**config.mk**
```make
export PLATFORM = sky130hd
export DESIGN_NAME = tqi_alu
export DESIGN_NICKNAME = d
export VERILOG_FILES = /design/src/rtl/tqi_pkg.sv /design/src/rtl/tqi_alu.sv
export SDC_FILE = /design/constraint.sdc
export NUM_CORES = 1
export LEC_CHECK = 0
export BUFFER_PORTS_ARGS = -buffer_cell sky130_fd_sc_hd__buf_4
export CORE_AREA = 2 2 304 306
export DETAILED_ROUTE_END_ITERATION = 6
export DIE_AREA = 0 0 306 308
export GPL_TIMING_DRIVEN = 0
export PLACE_DENSITY_LB_ADDON = 0.05
export SLEW_MARGIN = 20
export SYNTH_ARGS = -nofsm -noshare
export SYNTH_HDL_FRONTEND = slang
export SYNTH_SLANG_ARGS = --single-unit
```
**constraint.sdc**
```tcl
create_clock -name clk -period 6 [get_ports clk]
set_input_delay 0.9 -clock clk [delete_from_list [all_inputs] [get_ports clk]]
set_output_delay 0.9 -clock clk [all_outputs]
set_load 0.01 [all_outputs]
```
**src/rtl/tqi_pkg.sv**
```systemverilog
// Shared types and constants for the table quadratic interpolator.
// No dependencies.
package tqi_pkg;

    localparam int DEFAULT_TABLE_DEPTH = 256;
    // Q scales of numerator and denominator cancel, so the datapath never
    // needs the fraction width; it is fixed here for the whole block.
    localparam int FRAC_BITS           = 16;
    localparam int DATA_W              = 32;
    localparam int INDEX_W             = 8;
    localparam int COUNT_W             = 9;
    localparam int COUNT_RESET         = 4;
    localparam int MIN_COUNT           = 4;

    // Difference of two 32-bit values: 33 bits; product of two magnitudes fits 64 bits
    localparam int DIFF_W = 33;
    localparam int PROD_W = 64;
    localparam int NUM_W  = 96;
    localparam int SUM_W  = 100;

    localparam logic OP_WRITE = 1'b0;
    localparam logic OP_QUERY = 1'b1;

    typedef enum logic [1:0] {
        STATUS_OK        = 2'd0,
        STATUS_SATURATED = 2'd1,
        STATUS_DIV_ZERO  = 2'd2
    } status_t;

    // Request to the shared multiply/divide unit
    typedef struct packed {
        logic              start;
        logic              is_div;
        logic [NUM_W-1:0]  op_a;
        logic [PROD_W-1:0] op_b;
    } alu_req_t;

    typedef struct packed {
        logic              done;
        logic [NUM_W-1:0]  result;
    } alu_rsp_t;

endpackage

```
**src/rtl/tqi_alu.sv**
```systemverilog
// Shared bit-serial arithmetic unit: unsigned multiply and rounded divide.
// Depends on tqi_pkg.
module tqi_alu
    import tqi_pkg::*;
(
    input  logic     clk,
    input  logic     rst_n,
    input  alu_req_t req,
    output alu_rsp_t rsp
);

    localparam int CNT_W = $clog2(NUM_W + 1);

    logic              busy_reg, busy_next;
    logic              div_reg, div_next;
    logic [CNT_W-1:0]  cnt_reg, cnt_next;
    logic [NUM_W-1:0]  a_reg, a_next;      // multiplicand shifting left / dividend
    logic [PROD_W-1:0] b_reg, b_next;      // multiplier shifting right / divisor
    logic [NUM_W-1:0]  acc_reg, acc_next;  // product / quotient
    logic [PROD_W:0]   rem_reg, rem_next;
    logic              done_reg, done_next;

    logic [PROD_W:0]   rem_sh;
    logic [PROD_W:0]   rem_dif;
    logic [PROD_W:0]   half_chk;

    always_comb
    begin
        busy_next = busy_reg;
        div_next  = div_reg;
        cnt_next  = cnt_reg;
        a_next    = a_reg;
        b_next    = b_reg;
        acc_next  = acc_reg;
        rem_next  = rem_reg;
        done_next = 1'b0;
        rem_sh    = {rem_reg[PROD_W-1:0], a_reg[NUM_W-1]};
        rem_dif   = rem_sh - {1'b0, b_reg};
        half_chk  = {1'b0, b_reg} - rem_reg;
        if (req.start)
        begin
            busy_next = 1'b1;
            div_next  = req.is_div;
            cnt_next  = CNT_W'(req.is_div ? NUM_W : PROD_W);
            a_next    = req.op_a;
            b_next    = req.op_b;
            acc_next  = '0;
            rem_next  = '0;
        end
        else if (busy_reg)
        begin
            if (cnt_reg == '0)
            begin
                // Round to nearest, ties up
                if (div_reg && (rem_reg >= half_chk))
                    acc_next = acc_reg + NUM_W'(1);
                busy_next = 1'b0;
                done_next = 1'b1;
            end
            else
            begin
                cnt_next = cnt_reg - CNT_W'(1);
                if (div_reg)
                begin
                    a_next = {a_reg[NUM_W-2:0], 1'b0};
                    if (!rem_dif[PROD_W])
                    begin
                        rem_next = rem_dif;
                        acc_next = {acc_reg[NUM_W-2:0], 1'b1};
                    end
                    else
                    begin
                        rem_next = rem_sh;
                        acc_next = {acc_reg[NUM_W-2:0], 1'b0};
                    end
                end
                else
                begin
                    if (b_reg[0])
                        acc_next = acc_reg + a_reg;
                    a_next = {a_reg[NUM_W-2:0], 1'b0};
                    b_next = {1'b0, b_reg[PROD_W-1:1]};
                end
            end
        end
    end

    always_ff @(posedge clk or negedge rst_n)
    begin
        if (!rst_n)
        begin
            busy_reg <= 1'b0;
            done_reg <= 1'b0;
            cnt_reg  <= '0;
            div_reg  <= 1'b0;
        end
        else
        begin
            busy_reg <= busy_next;
            done_reg <= done_next;
            cnt_reg  <= cnt_next;
            div_reg  <= div_next;
        end
    end

    always_ff @(posedge clk)
    begin
        a_reg   <= a_next;
        b_reg   <= b_next;
        acc_reg <= acc_next;
        rem_reg <= rem_next;
    end

    assign rsp.done   = done_reg;
    assign rsp.result = acc_reg;

endmodule

```
# == Yosys cells after proc, flatten, opt, wreduce, memory -nomap -nowiden ==
# Index checks and enable logic that the tools add are counted.
# classes
add_sub_neg,5
order_cmp,1
n_eq_ne,3
muxes,23
bitwise_logic,1
n_reduce_logical,8
# ops
op,n
2-to-1 mux 96 bit,7
2-to-1 mux 64 bit,4
adder 96 x 1 -> 96 bit (second input constant),1
adder 96 bit,1
>= comparator 65 bit,1
2-to-1 mux 65 bit,1
subtractor 64 x 65 -> 65 bit,1
subtractor 65 x 64 -> 65 bit,1
2-to-1 mux 7 bit,3
AND reduction 3 bit,3
zero test 7 bit,1
2-to-1 mux 1 bit,7
subtractor 7 x 1 -> 7 bit (second input constant),1
2-to-1 mux 6 bit,1
!= test 2 bit (second input constant),2
nonzero test 3 bit,1
!= test 2 x 1 -> 1 bit (second input constant),1
AND reduction 2 bit,1
nonzero test 2 bit,1
logical AND 1 bit,1
inverter 1 bit,1
# totals
register_bits,331
input_bits,164
out_inout_bits,97

# == Depth between registers and ports, before layout ==
# logic_depth
ltp_word,5
mapped_depth,31

# == Least setup slack after synthesis ==
# No wires, ideal clock.
# synth_path
path_kind,register to register
startpoint,register b_reg[0]
endpoint,register acc_reg[75]
setup_time_ns,0.128
arrival_time_ns,5.532
t_required_ns,5.872
setup_slack_ns,0.341
stages_incl_launch_ff,30
path_buffers,2
path_cell_list,edfxtp_1 inv_1 ha_1 inv_1 fa_1 a211oi_1 o211a_1 or3_4 a31oi_1 a21oi_1 o21ai_0 a2111o_1 a21oi_1 nor3_1 nor3_1 o21ai_0 xnor2_1 ha_1 and4_1 a21oi_1 a21oi_1 a2111oi_0 o21ai_0 a41oi_1 o211a_1 or3_4 buf_6 clkbuf_1 a2bb2oi_1 nor2_1
# synth_via
elab_chain_cells,5
elab_cells_between_ends,6
cone_classes,add/sub (1); order compare (1); eq/ne (1); reduce/logical (3)
# synth_rtl
element,line_no,rtl
start: declaration,tqi_alu.sv:18,"logic [PROD_W-1:0] b_reg, b_next;"
start signal: assignment,tqi_alu.sv:109,b_reg <= b_next;
subtractor 64 x 65 -> 65 bit,tqi_alu.sv:39,"half_chk = {1'b0, b_reg} - rem_reg;"
>= comparator 65 bit,tqi_alu.sv:55,if (div_reg && (rem_reg >= half_chk))
logical AND 1 bit,tqi_alu.sv:55,
!= test 2 x 1 -> 1 bit (no line),n/a,
AND reduction 3 bit (no line) (*),n/a,
end signal: assignment,tqi_alu.sv:110,acc_reg <= acc_next;
end: declaration,tqi_alu.sv:19,"logic [NUM_W-1:0] acc_reg, acc_next;"
# Mark *: on every way between the ends. The rest lies on a longest branch, timed or not.
# A chain may end at the register's enable or synchronous reset.

# == Worst setup path in the final report ==
# layout_path
startpoint,register b_reg[0]
endpoint,register acc_reg[26]
# Same word-level chain as after synthesis.

==> impl_metrics.env <==
export IMPL_nNetsFinal=4878
export IMPL_antenna_found_initial=4
export IMPL_layout_drive_gt1_share_pct=15.6
export IMPL_crit_family="compound AO/OA/AOI/OAI gates"
export IMPL_netlist_top_cell_by_area="edfxtp_1"
export IMPL_power_density_nw_per_um2=505
export IMPL_r2r_cells=30
export IMPL_n_antenna_cell=0
export IMPL_overflow=0
export IMPL_clockRootBuffer="clkbuf_16"
export IMPL_routed_via_density=5.83
export IMPL_antenna_left=0
export IMPL_place_ws_ns=-2.66
export IMPL_worstSetupStartpointType="flip-flop"
export IMPL_rrSetupSlack_ns=-0.17
export IMPL_vdd_drop_max_uv=273
export IMPL_synth_ff_type="dfxtp_1"
export IMPL_min_period_over_period_pct=103
export IMPL_place_port_buffers=259
export IMPL_met3_usage_pct=3.66
export IMPL_syn_area_um2=31600
export IMPL_die_area_um2=94200
export IMPL_critPathMaxStageDelay_ns=0.46
export IMPL_chipWidth_um=306
export IMPL_clock_path_buffers=3
export IMPL_met2_usage_pct=49.1
export IMPL_tightest_slew_ns=1.20
export IMPL_ys_ff_latch=331
export IMPL_placed_area_um2=35300
export IMPL_rows=111
export IMPL_final_area_um2=38700
export IMPL_nFillCells=9433
export IMPL_ios=261
export IMPL_cts_tree="yes"
export IMPL_synth_edf_count=160
export IMPL_use_met1_pct=35.1
export IMPL_dieHeight_um=308
export IMPL_start_util_pct=34.8
export IMPL_routed_wl_um=139000
export IMPL_wl_per_cell_um=24.5
export IMPL_setup_violations=95
export IMPL_clk_pin_slew_worst_paths_ns=0.06
export IMPL_synth_cells=4060
export IMPL_drv_cap=0
export IMPL_synth_common_cells="433 x nand2_1, 397 x a21oi_1, 359 x o21ai_0"
export IMPL_p_total_w=0.0196
export IMPL_skew_ns=0.0222
export IMPL_async_flop_share_pct=3.02
export IMPL_violations="setup timing"
export IMPL_syn_to_final_growth_pct=22.3
export IMPL_drc=0
export IMPL_p_leak_nw=16.1
export IMPL_ys_top_cells_by_area="edfxtp_1 15%, ha_1 12%, dfxtp_1 10%"
export IMPL_fmax_ghz=0.162
export IMPL_ys_seq_area_share_pct=26.2
export IMPL_synth_top_cell_area_share_pct=15.2
export IMPL_drv_slew=0
export IMPL_firstDrtPassIters=6
export IMPL_core_area_um2=91000
export IMPL_maxSlewHeadroom_pct=19.8
export IMPL_worstPathRequired_ns=6.51
export IMPL_post_route_min_period_ns=6.17
export IMPL_syn_nets=4518
export IMPL_critPathBufInv=5
export IMPL_hold_viol=0
export IMPL_yosysWarnings=0
export IMPL_dp_hpwl_um=106000
export IMPL_grt_usage_pct=28.1
export IMPL_critPathKind="reg2reg"
export IMPL_drtIter0Drc=2534
export IMPL_grt_pass1_wl_um=203000
export IMPL_hp_class="in2async"
export IMPL_status="finished, violations left"
export IMPL_cts_max_level=2
export IMPL_clock_latency_ns=0.65
export IMPL_synth_most_common_cell="nand2_1"
export IMPL_whs_ns=0.0777
export IMPL_r2r_end="acc_reg[26]"
export IMPL_crit_path_top_delay_cell="a2111o_1"
export IMPL_via_count=32900
export IMPL_busiest_layer="met2"
export IMPL_clock_sinks=331
export IMPL_final_setup_worst_slack_ns=-0.173
export IMPL_final_core_util_pct=42.5
export IMPL_rsz0062_at_grt="true"
export IMPL_synth_cell_types=90
export IMPL_r2r_start="b_reg[0]"
export IMPL_cts_hold_fix_buffers=0
export IMPL_cp_arrival_ns=6.68
export IMPL_cp_end_kind="flip-flop"
export IMPL_cts_made_buffers=49
export IMPL_grt_pass1_vias=32300
export IMPL_crit_path_max_fanout=7
export IMPL_grt_max_degree=50
export IMPL_gp_congestion=0.939
export IMPL_avgSynthCellArea_um2=7.79
==> worst max-delay path by stage <==
stage	depth (start not counted)	end	startpoint
floorplan	29	acc_reg[75]	b_reg[0]
global placement	26	acc_reg[70]	rem_reg[3]
detailed placement	26	acc_reg[70]	rem_reg[3]
CTS	31	acc_reg[20]	b_reg[0]
global route	31	acc_reg[50]	b_reg[0]
finish	30	acc_reg[26]	b_reg[0]
==> area by class of cell <==
class | count | area [µm²] | share of cell area, %
multi-input cells | 3287 | 22600 | 58.3
flip-flops and latches | 331 | 8290 | 21.4
repair buffers | 311 | 2700 | 6.98
clock buffers | 75 | 1510 | 3.91
well taps | 1186 | 1480 | 3.83
plain buffers | 233 | 1240 | 3.19
inverters | 207 | 777 | 2.01
clock inverters | 17 | 159 | 0.411
==> placed cells by master, fill, tap and decap left out, drive strengths merged, types with 44 or more instances in the layout <==
| master | count |
|---|---|
| mux2i | 52 |
| mux2 | 95 |
| nor2 | 309 |
| nand2 | 433 |
| nor3 | 92 |
| inv | 208 |
| nand3 | 94 |
| dfxtp | 161 |
| a21o | 162 |
| nand4 | 97 |
| xor2 | 87 |
| edfxtp | 160 |
| and3 | 44 |
| ha | 291 |
| o21ai | 363 |
| xnor2 | 120 |
| a211oi | 91 |
| buf | 333 |
| a31oi | 49 |
| o21bai | 45 |
| a21oi | 397 |
| clkbuf | 285 |
==> report_power, final <==
group	switching, W	internal (W)
registers	0.00112	0.00304
clock network	0.00124	0.00186
logic	0.00737	0.00493
==> worst reg2reg max path: cells and delay by family, from the launching register on <==
| kind | cells | cell delay, ns |
|---|---|---|
| AO/OA/AOI/OAI | 15 | 3.29 |
| XOR/XNOR | 1 | 0.15 |
| adder cells (fa/ha/maj) | 3 | 0.80 |
| buffers and inverters | 5 | 0.60 |
| flip-flops | 1 | 0.39 |
| AND/OR/NAND/NOR | 6 | 0.84 |
==> cells by family (layout without fill, tap and decap cells) <==
| kind of cell | after synthesis | count (layout) | share of synthesized area, % |
|---|---|---|---|
| compound gates | 1388 | 1388 | 27.5 |
| xor+xnor | 207 | 207 | 5.73 |
| fa+ha+maj | 294 | 294 | 11.7 |
| buf+inv | 442 | 843 | 5.34 |
| flops | 331 | 331 | 26.2 |
| mux | 147 | 147 | 5.03 |
| simple gates | 1251 | 1251 | 18.6 |
==> repair_timing <==
item / in CTS / in global routing
pin swaps: 42 / 61
cloned: 2 / 11
endpoints found under the hold margin: 0 / 0
buffers inserted: 21 / 14
resized for setup: 163 / 161
endpoints found under the setup margin: 159 / 159
==> through the flow <==
step                      std cells  setup TNS, ns
after global placement         5505        -555.97
after detailed placement       5511        -259.01
after CTS                      5623         -16.84
final                          5647          -9.66
after global routing           5647         -35.06
after floorplan                4060              0
==> metal layers <==
metal | vias up | wire, µm
li1 | 15700 | -
met1 | 15800 | 58300
met2 | 1102 | 65500
met3 | 317 | 8200
met4 | 2 | 6520
met5 | - | 12
No activity file was read; power rests on OpenSTA's default activity.
